`src/hdl/frhs_pkg.sv`:
```
// ----------------------------------------------------------------------------
// frhs_pkg: shared types and constants of the flow ratio smoother
// command and status words between controller and datapath, register map
// ----------------------------------------------------------------------------
package frhs_pkg;

    localparam int unsigned FLOW_W    = 12;
    localparam int unsigned RATIO_W   = 10;
    localparam int unsigned MEM_W     = 18;
    localparam int unsigned DIVD_W    = 24;
    localparam int unsigned DIV_STEPS = DIVD_W;
    localparam int unsigned CNT_W     = 5;

    localparam logic [RATIO_W-1:0] RATIO_MAX     = 10'd1000;
    localparam logic [7:0]         BAND_LIMIT    = 8'd100;
    localparam logic [7:0]         BYPASS_FACTOR = 8'd100;
    localparam logic [17:0]        GAIN_MUL      = 18'd640;
    localparam logic [17:0]        GAIN_ROUND    = 18'd125;
    // ceil(2^24 / 250), exact for every operand below 2^18
    localparam logic [35:0]        GAIN_RECIP    = 36'd67109;

    typedef enum logic [2:0] {
        CFG_FLOW_PERCENT   = 3'd0,
        CFG_FLOW_MAXIMUM   = 3'd1,
        CFG_HYST_WIDTH     = 3'd2,
        CFG_START_VALUE    = 3'd3,
        CFG_TIME_CONSTANT  = 3'd4,
        CFG_DELTA_LOW      = 3'd5,
        CFG_DELTA_HIGH     = 3'd6,
        CFG_WAIT_TICKS     = 3'd7
    } cfg_reg_t;

    typedef struct packed {
        logic capture;
        logic prep;
        logic div_step;
        logic hyst;
        logic mult;
        logic commit;
    } cmd_t;

    typedef struct packed {
        logic div_last;
    } status_t;

endpackage

```
`src/hdl/flow_ratio_hysteresis_smoother.sv`:
```
// ----------------------------------------------------------------------------
// flow_ratio_hysteresis_smoother: fuel flow demand to smoothed per-mille ratio
// sequencing: one word at a time, each through the 24-step serial divider
// the next word is taken while the previous result waits in the output register
// reset: asynchronous, active low; registers to defaults, state and filter to zero
// ----------------------------------------------------------------------------
module flow_ratio_hysteresis_smoother
(
    input  logic        clk,
    input  logic        rst_n,
    input  logic        s_tvalid,
    output logic        s_tready,
    input  logic [15:0] s_tdata,   // summed_flow[11:0], zero fill
    input  logic        s_tuser,   // filter_reset
    output logic        m_tvalid,
    input  logic        m_tready,
    // normalised_ratio[9:0], hysteresis_ratio[19:10], smoothed_ratio[29:20],
    // final_ratio[39:30]
    output logic [39:0] m_tdata,
    output logic        m_tuser,   // raw_selected
    input  logic        cfg_valid,
    output logic        cfg_ready,
    input  logic [2:0]  cfg_index,
    input  logic [15:0] cfg_data
);

    frhs_pkg::cmd_t    cmd;
    frhs_pkg::status_t status;
    logic              cfg_write;

    assign cfg_ready = 1'b1;
    assign cfg_write = cfg_valid && cfg_ready;

    frhs_ctrl u_ctrl
    (
        .clk      (clk),
        .rst_n    (rst_n),
        .s_tvalid (s_tvalid),
        .s_tready (s_tready),
        .m_tvalid (m_tvalid),
        .m_tready (m_tready),
        .status   (status),
        .cmd      (cmd)
    );

    frhs_datapath u_datapath
    (
        .clk              (clk),
        .rst_n            (rst_n),
        .cfg_valid        (cfg_write),
        .cfg_index        (cfg_index),
        .cfg_data         (cfg_data),
        .summed_flow      (s_tdata[11:0]),
        .filter_reset     (s_tuser),
        .cmd              (cmd),
        .status           (status),
        .normalised_ratio (m_tdata[9:0]),
        .hysteresis_ratio (m_tdata[19:10]),
        .smoothed_ratio   (m_tdata[29:20]),
        .raw_selected     (m_tuser),
        .final_ratio      (m_tdata[39:30])
    );

endmodule

```
`src/hdl/frhs_ctrl.sv`:
```
// ----------------------------------------------------------------------------
// frhs_ctrl: sequencer of the flow ratio smoother
// steps one word through product, serial divide, hysteresis, filter, commit
// ----------------------------------------------------------------------------
module frhs_ctrl
(
    input  logic              clk,
    input  logic              rst_n,
    input  logic              s_tvalid,
    output logic              s_tready,
    output logic              m_tvalid,
    input  logic              m_tready,
    input  frhs_pkg::status_t status,
    output frhs_pkg::cmd_t    cmd
);

    typedef enum logic [5:0] {
        S_IDLE   = 6'b000001,
        S_PREP   = 6'b000010,
        S_DIV    = 6'b000100,
        S_HYST   = 6'b001000,
        S_MULT   = 6'b010000,
        S_COMMIT = 6'b100000
    } state_t;

    state_t state_reg;
    state_t state_next;
    logic   out_valid_reg;
    logic   out_valid_next;
    logic   out_free;

    assign s_tready = (state_reg == S_IDLE);
    assign m_tvalid = out_valid_reg;
    assign out_free = !out_valid_reg || m_tready;

    always_comb
    begin
        state_next   = state_reg;
        cmd          = '0;
        unique case (state_reg)
            S_IDLE:
            begin
                if (s_tvalid)
                begin
                    cmd.capture = 1'b1;
                    state_next   = S_PREP;
                end
            end
            S_PREP:
            begin
                cmd.prep   = 1'b1;
                state_next = S_DIV;
            end
            S_DIV:
            begin
                cmd.div_step = 1'b1;
                if (status.div_last)
                begin
                    state_next = S_HYST;
                end
            end
            S_HYST:
            begin
                cmd.hyst   = 1'b1;
                state_next = S_MULT;
            end
            S_MULT:
            begin
                cmd.mult   = 1'b1;
                state_next = S_COMMIT;
            end
            S_COMMIT:
            begin
                // hold until the output register can take the word
                if (out_free)
                begin
                    cmd.commit = 1'b1;
                    state_next = S_IDLE;
                end
            end
            default:
            begin
                state_next = S_IDLE;
            end
        endcase
    end

    always_comb
    begin
        priority if (cmd.commit)
        begin
            out_valid_next = 1'b1;
        end
        else if (m_tready)
        begin
            out_valid_next = 1'b0;
        end
        else
        begin
            out_valid_next = out_valid_reg;
        end
    end

    always_ff @(posedge clk or negedge rst_n)
    begin
        if (!rst_n)
        begin
            state_reg     <= S_IDLE;
            out_valid_reg <= 1'b0;
        end
        else
        begin
            state_reg     <= state_next;
            out_valid_reg <= out_valid_next;
        end
    end

endmodule

```
`src/hdl/frhs_datapath.sv`:
```
// ----------------------------------------------------------------------------
// frhs_datapath: arithmetic and state of the flow ratio smoother
// register file, restoring divider, hysteresis, low-pass filter, turn-on delay
// ----------------------------------------------------------------------------
module frhs_datapath
(
    input  logic                   clk,
    input  logic                   rst_n,
    input  logic                   cfg_valid,
    input  logic [2:0]             cfg_index,
    input  logic [15:0]            cfg_data,
    input  logic [11:0]            summed_flow,
    input  logic                   filter_reset,
    input  frhs_pkg::cmd_t         cmd,
    output frhs_pkg::status_t      status,
    output logic [9:0]             normalised_ratio,
    output logic [9:0]             hysteresis_ratio,
    output logic [9:0]             smoothed_ratio,
    output logic                   raw_selected,
    output logic [9:0]             final_ratio
);

    // configuration
    logic [7:0]         flow_percent_reg;
    logic [15:0]        flow_maximum_reg;
    logic [7:0]         hysteresis_width_reg;
    logic [7:0]         filter_start_value_reg;
    logic [7:0]         time_constant_factor_reg;
    logic signed [15:0] delta_low_bound_reg;
    logic signed [15:0] delta_high_bound_reg;
    logic [15:0]        wait_ticks_reg;

    // per-word working registers
    logic               frst_reg,  frst_next;
    logic [19:0]        fp_reg,    fp_next;
    logic [17:0]        gx_reg,    gx_next;
    logic [7:0]         gain_reg,  gain_next;
    logic [23:0]        quo_reg,   quo_next;
    logic [16:0]        rem_reg,   rem_next;
    logic [4:0]         cnt_reg,   cnt_next;
    logic [9:0]         norm_reg,  norm_next;
    logic [9:0]         hyst_reg,  hyst_next;
    logic signed [27:0] prodf_reg, prodf_next;
    logic signed [15:0] d_reg,     d_next;

    // block state
    logic [9:0]         prev_ratio_reg, prev_ratio_next;
    logic [17:0]        mem_reg,        mem_next;
    logic               prev_cond_reg,  prev_cond_next;
    logic [15:0]        delay_reg,      delay_next;

    // result word
    logic [9:0]         o_norm_reg,   o_norm_next;
    logic [9:0]         o_hyst_reg,   o_hyst_next;
    logic [9:0]         o_smooth_reg, o_smooth_next;
    logic               o_sel_reg,    o_sel_next;
    logic [9:0]         o_final_reg,  o_final_next;

    logic [35:0]        gprod;
    logic [16:0]        rem_try;
    logic [6:0]         band_pct;
    logic [9:0]         band;
    logic [9:0]         norm_c;
    logic signed [11:0] lower;
    logic [10:0]        up_sum;
    logic [9:0]         hyst_c;
    logic signed [18:0] diff;
    logic signed [27:0] adj;
    logic signed [19:0] step;
    logic signed [20:0] m_sum;
    logic [17:0]        mem_f;
    logic [9:0]         smooth_c;
    logic               cond;
    logic               sel;
    logic [15:0]        dly_c;

    assign status.div_last = (cnt_reg == 5'(frhs_pkg::DIV_STEPS - 1));

    assign normalised_ratio = o_norm_reg;
    assign hysteresis_ratio = o_hyst_reg;
    assign smoothed_ratio   = o_smooth_reg;
    assign raw_selected     = o_sel_reg;
    assign final_ratio      = o_final_reg;

    always_ff @(posedge clk or negedge rst_n)
    begin
        if (!rst_n)
        begin
            flow_percent_reg         <= 8'd100;
            flow_maximum_reg         <= 16'd1000;
            hysteresis_width_reg     <= 8'd0;
            filter_start_value_reg   <= 8'd0;
            time_constant_factor_reg <= 8'd0;
            delta_low_bound_reg      <= 16'sd0;
            delta_high_bound_reg     <= 16'sd0;
            wait_ticks_reg           <= 16'd0;
        end
        else if (cfg_valid)
        begin
            unique case (cfg_index)
                frhs_pkg::CFG_FLOW_PERCENT:  flow_percent_reg         <= cfg_data[7:0];
                frhs_pkg::CFG_FLOW_MAXIMUM:  flow_maximum_reg         <= cfg_data;
                frhs_pkg::CFG_HYST_WIDTH:    hysteresis_width_reg     <= cfg_data[7:0];
                frhs_pkg::CFG_START_VALUE:   filter_start_value_reg   <= cfg_data[7:0];
                frhs_pkg::CFG_TIME_CONSTANT: time_constant_factor_reg <= cfg_data[7:0];
                frhs_pkg::CFG_DELTA_LOW:     delta_low_bound_reg      <= $signed(cfg_data);
                frhs_pkg::CFG_DELTA_HIGH:    delta_high_bound_reg     <= $signed(cfg_data);
                frhs_pkg::CFG_WAIT_TICKS:    wait_ticks_reg           <= cfg_data;
                default:                     ;
            endcase
        end
    end

    // capture and product
    always_comb
    begin
        frst_next = frst_reg;
        fp_next   = fp_reg;
        gx_next   = gx_reg;
        if (cmd.capture)
        begin
            frst_next = filter_reset;
            fp_next   = 20'(summed_flow) * 20'(flow_percent_reg);
            gx_next   = 18'(time_constant_factor_reg) * frhs_pkg::GAIN_MUL
                        + frhs_pkg::GAIN_ROUND;
        end
    end

    // gain by reciprocal, dividend load and restoring divide
    assign gprod   = 36'(gx_reg) * frhs_pkg::GAIN_RECIP;
    assign rem_try = {rem_reg[15:0], quo_reg[23]};

    always_comb
    begin
        gain_next = gain_reg;
        quo_next  = quo_reg;
        rem_next  = rem_reg;
        cnt_next  = cnt_reg;
        priority if (cmd.prep)
        begin
            gain_next = gprod[31:24];
            quo_next  = 24'({fp_reg, 3'b000}) + 24'({fp_reg, 1'b0});
            rem_next  = '0;
            cnt_next  = '0;
        end
        else if (cmd.div_step)
        begin
            cnt_next = cnt_reg + 5'd1;
            if (rem_try >= {1'b0, flow_maximum_reg})
            begin
                rem_next = rem_try - {1'b0, flow_maximum_reg};
                quo_next = {quo_reg[22:0], 1'b1};
            end
            else
            begin
                rem_next = rem_try;
                quo_next = {quo_reg[22:0], 1'b0};
            end
        end
    end

    // clamp and rise-through hysteresis
    always_comb
    begin
        norm_c   = (flow_maximum_reg == 16'd0 || quo_reg > 24'(frhs_pkg::RATIO_MAX))
                   ? frhs_pkg::RATIO_MAX : quo_reg[9:0];
        band_pct = (hysteresis_width_reg > frhs_pkg::BAND_LIMIT)
                   ? frhs_pkg::BAND_LIMIT[6:0] : hysteresis_width_reg[6:0];
        band     = 10'({band_pct, 3'b000}) + 10'({band_pct, 1'b0});
        lower    = $signed({2'b00, prev_ratio_reg}) - $signed({2'b00, band});
        up_sum   = 11'(norm_c) + 11'(band);
        priority if (norm_c > prev_ratio_reg)
        begin
            hyst_c = norm_c;
        end
        else if ($signed({2'b00, norm_c}) >= lower)
        begin
            hyst_c = prev_ratio_reg;
        end
        else if (up_sum > 11'(frhs_pkg::RATIO_MAX))
        begin
            hyst_c = frhs_pkg::RATIO_MAX;
        end
        else
        begin
            hyst_c = up_sum[9:0];
        end
        norm_next = cmd.hyst ? norm_c : norm_reg;
        hyst_next = cmd.hyst ? hyst_c : hyst_reg;
    end

    // filter product and tenfold ratio change
    assign diff = $signed({1'b0, hyst_reg, 8'b0}) - $signed({1'b0, mem_reg});

    always_comb
    begin
        prodf_next = prodf_reg;
        d_next     = d_reg;
        if (cmd.mult)
        begin
            prodf_next = $signed({1'b0, gain_reg}) * diff;
            d_next     = ($signed({6'b0, hyst_reg}) - $signed({6'b0, prev_ratio_reg}))
                         * 16'sd10;
        end
    end

    // commit: filter update, delay counter, result word
    always_comb
    begin
        // truncate toward zero on the divide by 256
        adj   = prodf_reg + $signed({20'b0, {8{prodf_reg[27]}}});
        step  = adj[27:8];
        m_sum = $signed({3'b000, mem_reg}) + $signed({step[19], step});
        mem_f = m_sum[20] ? 18'd0 : m_sum[17:0];

        priority if (frst_reg)
        begin
            smooth_c = 10'(filter_start_value_reg);
            mem_next = 18'({filter_start_value_reg, 8'b0});
        end
        else if (time_constant_factor_reg < frhs_pkg::BYPASS_FACTOR)
        begin
            smooth_c = (mem_f[17:8] > frhs_pkg::RATIO_MAX) ? frhs_pkg::RATIO_MAX
                                                           : mem_f[17:8];
            mem_next = mem_f;
        end
        else
        begin
            smooth_c = hyst_reg;
            mem_next = {hyst_reg, 8'b0};
        end

        cond = (d_reg > delta_low_bound_reg)
               || (d_reg < delta_low_bound_reg && d_reg >= delta_high_bound_reg);
        priority if (!cond)
        begin
            dly_c = delay_reg;
        end
        else if (!prev_cond_reg)
        begin
            dly_c = wait_ticks_reg;
        end
        else if (delay_reg != 16'd0)
        begin
            dly_c = delay_reg - 16'd1;
        end
        else
        begin
            dly_c = delay_reg;
        end
        sel = cond && (dly_c == 16'd0);

        if (!cmd.commit)
        begin
            mem_next = mem_reg;
        end
        prev_ratio_next = cmd.commit ? hyst_reg : prev_ratio_reg;
        prev_cond_next  = cmd.commit ? cond     : prev_cond_reg;
        delay_next      = cmd.commit ? dly_c    : delay_reg;
        o_norm_next     = cmd.commit ? norm_reg : o_norm_reg;
        o_hyst_next     = cmd.commit ? hyst_reg : o_hyst_reg;
        o_smooth_next   = cmd.commit ? smooth_c : o_smooth_reg;
        o_sel_next      = cmd.commit ? sel      : o_sel_reg;
        o_final_next    = cmd.commit ? (sel ? hyst_reg : smooth_c) : o_final_reg;
    end

    always_ff @(posedge clk or negedge rst_n)
    begin
        if (!rst_n)
        begin
            cnt_reg        <= '0;
            prev_ratio_reg <= '0;
            mem_reg        <= '0;
            prev_cond_reg  <= 1'b0;
            delay_reg      <= '0;
        end
        else
        begin
            cnt_reg        <= cnt_next;
            prev_ratio_reg <= prev_ratio_next;
            mem_reg        <= mem_next;
            prev_cond_reg  <= prev_cond_next;
            delay_reg      <= delay_next;
        end
    end

    always_ff @(posedge clk)
    begin
        frst_reg     <= frst_next;
        fp_reg       <= fp_next;
        gx_reg       <= gx_next;
        gain_reg     <= gain_next;
        quo_reg      <= quo_next;
        rem_reg      <= rem_next;
        norm_reg     <= norm_next;
        hyst_reg     <= hyst_next;
        prodf_reg    <= prodf_next;
        d_reg        <= d_next;
        o_norm_reg   <= o_norm_next;
        o_hyst_reg   <= o_hyst_next;
        o_smooth_reg <= o_smooth_next;
        o_sel_reg    <= o_sel_next;
        o_final_reg  <= o_final_next;
    end

endmodule

```
`config.mk`:
```
export PLATFORM = sky130hd
export DESIGN_NAME = flow_ratio_hysteresis_smoother
export DESIGN_NICKNAME = d
export VERILOG_FILES = /design/src/hdl/frhs_pkg.sv /design/src/hdl/flow_ratio_hysteresis_smoother.sv /design/src/hdl/frhs_ctrl.sv /design/src/hdl/frhs_datapath.sv
export SDC_FILE = /design/constraint.sdc
export NUM_CORES = 2
export LEC_CHECK = 0
export BUFFER_PORTS_ARGS = -buffer_cell sky130_fd_sc_hd__buf_2
export CAP_MARGIN = 20
export CORE_MARGIN = 1
export CORE_UTILIZATION = 35
export CTS_CLUSTER_DIAMETER = 120
export DETAILED_ROUTE_END_ITERATION = 8
export PLACE_DENSITY = 0.61
export SYNTH_ARGS = -nofsm -noshare
export SYNTH_HDL_FRONTEND = slang
export SYNTH_HIERARCHICAL = 1
export SYNTH_SLANG_ARGS = --single-unit
export TNS_END_PERCENT = 10
```
`constraint.sdc`:
```
create_clock -name clk -period 7.3 [get_ports clk]
set_input_delay 1.825 -clock clk [delete_from_list [all_inputs] [get_ports clk]]
set_output_delay 1.825 -clock clk [all_outputs]
set_load 0.05 [all_outputs]
```
=== After elaboration in Yosys (flattened, before gate mapping) ===
Index checks and enable logic that the tools add are counted.

* Add/sub/neg operators: 12
* Multipliers: 5
* Order comparisons: 11
* Eq/ne operators: 17
* Muxes and demuxes: 35
* Reductions and logical operators: 21

{| class="wikitable"
|+ Operators with widths
! operator !! count
|-
| 10-bit 2-to-1 mux || 8
|-
| 16-bit 2-to-1 mux || 4
|-
| 18-bit 2-to-1 mux || 3
|-
| 24-bit 2-to-1 mux || 2
|-
| 6-bit one-hot mux with 6 select lines || 1
|-
| 16-bit zero test || 2
|-
| 18-bit by 17-bit multiplier with 32-bit output (second input constant) || 1
|-
| 28-bit by 9-bit adder with 28-bit output || 1
|-
| 9-bit by 19-bit multiplier with 28-bit output || 1
|-
| 23-bit by 21-bit adder with 24-bit output || 1
|-
| 24-bit by 10-bit greater-than comparator with 1-bit output (second input constant) || 1
|-
| 10-bit by 10-bit subtractor with 11-bit output || 2
|-
| 19-bit by 20-bit adder with 21-bit output || 1
|-
| 12-bit by 8-bit multiplier with 20-bit output || 1
|-
| 18-bit by 18-bit subtractor with 19-bit output || 1
|-
| 18-bit by 7-bit adder with 18-bit output (second input constant) || 1
|-
| 6-bit 2-to-1 mux || 3
|-
| 17-bit by 16-bit greater-or-equal comparator with 1-bit output || 1
|-
| 16-bit greater-or-equal comparator || 1
|-
| 16-bit greater-than comparator || 1
|-
| 16-bit < comparator || 1
|-
| 16-bit by 4-bit multiplier with 15-bit output (second input constant) || 1
|-
| 2-bit AND reduction || 8
|-
| 16-bit nonzero test || 1
|-
| 33 further kinds || 53
|}

* Register bits: 344
* Input bits: 41
* Output and inout port bits: 44
* Word-level logic and storage cells: 131

=== Depth between registers and ports, before layout ===
* Depth after elaboration: 8
* Depth in mapped cells: 28
* Mapped depth without buffers: 28

=== By module ===
Netlist, hierarchy kept.

{| class="wikitable"
|+ By module, submodules not included
! module !! instances !! cells each !! area each (µm²) !! seq. area each (µm²)
|-
| frhs_datapath || 1 || 3088 || 30681.9 || 9029.9
|-
| frhs_ctrl || 1 || 53 || 437.9 || 176.4
|-
| flow_ratio_hysteresis_smoother || 1 || 2 || 11.3 || 0.0
|}

=== Least setup slack after synthesis ===
No wires, ideal clock.

* Kind: reg2reg
* Start: register u_datapath.mem_reg[0]
* End: register u_datapath.prodf_reg[24], data pin
* Library setup time: 0.258 ns
* Data arrival time: 6.437 ns
* Data required time: 7.042 ns
* Setup slack: 0.605 ns
* Stages on the path, launching flop included: 28
* Buffers on the path: 1
* Period minus slack after synthesis: 6.695 ns
* Path through: dfrtp_1 > inv_1 > ha_1 > nor2b_1 > a41o_1 > a21oi_1 > o21bai_1 > a21oi_1 > o21bai_1 > a2111oi_0 > o31ai_1 > a21oi_1 > clkbuf_1 > nand2_1 > fa_1 > inv_1 > fa_1 > inv_1 > fa_1 > fa_1 > inv_1 > ha_1 > or2_2 > a21oi_1 > a31oi_1 > a21o_1 > a21oi_1 > xnor2_1

* Longest elaborated chain between the ends: 2

{| class="wikitable"
|+ RTL lines
! element !! RTL line !! text
|-
| start: declaration || frhs_datapath.sv:48 || <nowiki>logic [17:0] mem_reg, mem_next;</nowiki>
|-
| start signal: assignment || frhs_datapath.sv:281 || <nowiki>mem_reg <= mem_next;</nowiki>
|-
| 18-bit by 18-bit subtractor with 19-bit output || frhs_datapath.sv:193 || <nowiki>assign diff = $signed({1'b0, hyst_reg, 8'b0}) - $signed({1'b0, mem_reg});</nowiki>
|-
| 9-bit by 19-bit multiplier with 28-bit output || frhs_datapath.sv:201 || <nowiki>prodf_next = $signed({1'b0, gain_reg}) * diff;</nowiki>
|-
| end signal: assignment || frhs_datapath.sv:297 || <nowiki>prodf_reg <= prodf_next;</nowiki>
|-
| end: declaration || frhs_datapath.sv:43 || <nowiki>logic signed [27:0] prodf_reg, prodf_next;</nowiki>
|}

Every way passes these cells.
A chain may end at the register's enable or synchronous reset.

=== Worst setup path after layout ===
* Start: register u_datapath.mem_reg[1]
* End: register u_datapath.prodf_reg[24], data pin

The elaborated chain is that of the path after synthesis.

==> impl_metrics.toml <==
[floorplanning]
die_width_um = 300
fp-row-count = 109
core_area_sq_um = 88200
initial_core_util_pct = 35.3
die-area_sq_um = 90100
die_y_um = 300
pin_count = 85

[setup_path]
worstPathMaxFanout = 13
required_ns = 7.60
worst_setup_path_end_kind = "register"
cpMaxStageDelayCell = "fa_1"
cpPeakStageDelay_ns = 0.56
path_buf_inv = 5
crit_family = "adder cells"
start_kind = "register"
critPathArrivalTime_ns = 7.09
path_class = "reg2reg"

[finish]
fin_nets = 3879
diodes = 0
final_cell_mix = "inv_1 (441), ha_1 (381), nand2_1 (266), fa_1 (222), edfxtp_1 (168)"
drive_gt1_share_pct = 10.8
syn2layout_area_growth_pct = 10.7
mostFrequentLayoutCell = "inv_1"
largest_reg_flops = 28

[global_routing]
track_usage_pct = 16.7
antenna_found_initial = 1
grt_overflow_total = 0
grt_max_degree = 79
grt_pass1_wl_mm = 120
grt_pass1_vias = 22698

[routing]
vias_per_cell = 5.00
antenna_left = 0
num_vias = 22180
first_iter_violations = 1044
post_drt_wl_per_cell_um = 16.6
drcViolationCount = 0
drtPass1Iterations = 5
routed_wl_mm = 73.4

[synthesis]
ys_ff_latch = 337
synth_edf_count = 168
yosysSeqAreaShare_pct = 29.6
synth_warnings = 6
ys_types = 83
async_flop_share_pct = 45.4
synth_top_cell_by_area = "edfxtp_1"
synth_area_leaders = "edfxtp_1 (16%), ha_1 (15%), fa_1 (14%)"
syn_area_per_cell_sq_um = 9.90
synthesis.nets = 3787
syn_area_sq_um = 31100
synth_top_area_share_pct = 16.2
synthCells = 3143
synthFlopType = "edfxtp_1"

[sta]
setup_tns_ns = 0
layout_min_cycle_time_ns = 6.78
slew_headroom_pct = 27.3
setup_viol = 0
finClkSkew_ns = 0.0210
max_freq_ghz = 0.147
layout_setup_ws_ns = 0.515
rsz0062_at_grt = "no"
timing.final.crit_share_pct = 92.9
hold_violations = 0
tightest_slew_ns = 1.08
report.final.slew_viol_count = 0

[clocking]
cts_resized = 0
hold_buffers = 0
root_buffer = "clkbuf_16"
cts_setup_buffers = 0
h-tree-depth = 2
cts_buffer_depth = 3
clkLatencyLatePin_ns = 0.57
cts_tree = "built"
cts_sinks = 337
clk_pin_slew_ns = 0.06
cts_buffers = 41

[flow_run]
max_cap_violations = 0

[placement]
routabilityCongestion = 0.872
dp_hpwl_mm = 57.4
port_buffers = 79
pre_cts_ws_ns = 0.128

[min_path]
hold_class = "reg2reg"

[run_status]
status = "finished clean"
[area by class of cell]
type	instances	area [sq um]
Fill cell	8725	53800
Multi-Input combinational cell	2287	20000
Sequential cell	337	9210
Inverter	444	1670
Tap cell	1165	1460
Clock buffer	48	1060
Timing Repair Buffer	124	739
Clock inverter	27	288
[worst paths after layout]
kind,cells after the start,slack [ns],to,start
setup / recovery,27,0.52,u_datapath/prodf_reg[24],u_datapath/mem_reg[1]
hold / removal,0,0.41,u_datapath/normalised_ratio[0],u_datapath/norm_reg[0]
setup reg to reg,27,0.52,u_datapath/prodf_reg[24],u_datapath/mem_reg[1]
hold reg to reg,0,0.41,u_datapath/normalised_ratio[0],u_datapath/norm_reg[0]
max in group asynchronous,2,4.83,u_datapath/prev_cond_reg,rst_n
min in group asynchronous,1,1.27,u_datapath/delta_high_bound_reg[6],rst_n
[stage by stage]
stage	instance area (sq um)	util, %	std cells	hold WS, ns
6_report	34400	39.0	4432	0.415
5_1_grt	34400	39.0	4432	0.430
4_1_cts	34400	39.0	4431	0.419
3_5_place_dp	33000	37.5	4356	0.405
3_3_place_gp	33000	37.5	4356	0.406
2_1_floorplan	31100	-	3143	0.400
[logic make-up after synthesis]
group                    after synthesis  share of synthesized area [%]
adder cells (fa/ha/maj)              603                           29.6
AND/OR/NAND/NOR                      842                           13.7
XOR/XNOR                             176                           4.95
other                                  1                         0.0120
buffers and inverters                519                           6.37
AO/OA/AOI/OAI                        535                           11.1
multiplexers                         130                           4.68
flip-flops                           337                           29.6
[synth_stat cells, drive strengths merged, types with 16 or more instances]
cell type,n
a21oi,148
ha,381
dfrtp,143
nor3,50
mux2,112
mux2i,18
o21bai,21
a21o,53
nand2,266
dfxtp,16
nand2b,32
fa,222
or3,17
a211oi,18
a31oi,21
o21ai,116
nand4,27
xor2,50
nor2b,37
nand3,37
inv,441
and2,156
xnor2,126
o21a,24
nor2,145
clkbuf,61
edfxtp,168
[metal layers]
metal | vias up | track usage [%] | share of wire [%]
met2 | 319 | 28.9 | 49
li1 | 10902 | - | -
met3 | 103 | 2.14 | 3.5
met4 | 0 | 5.07 | 2.9
met5 | - | 0 | 0
met1 | 10856 | 21.5 | 45
Power is not shown: default switching activity piles up to over one toggle a cycle in this logic, so the estimate is an artifact.
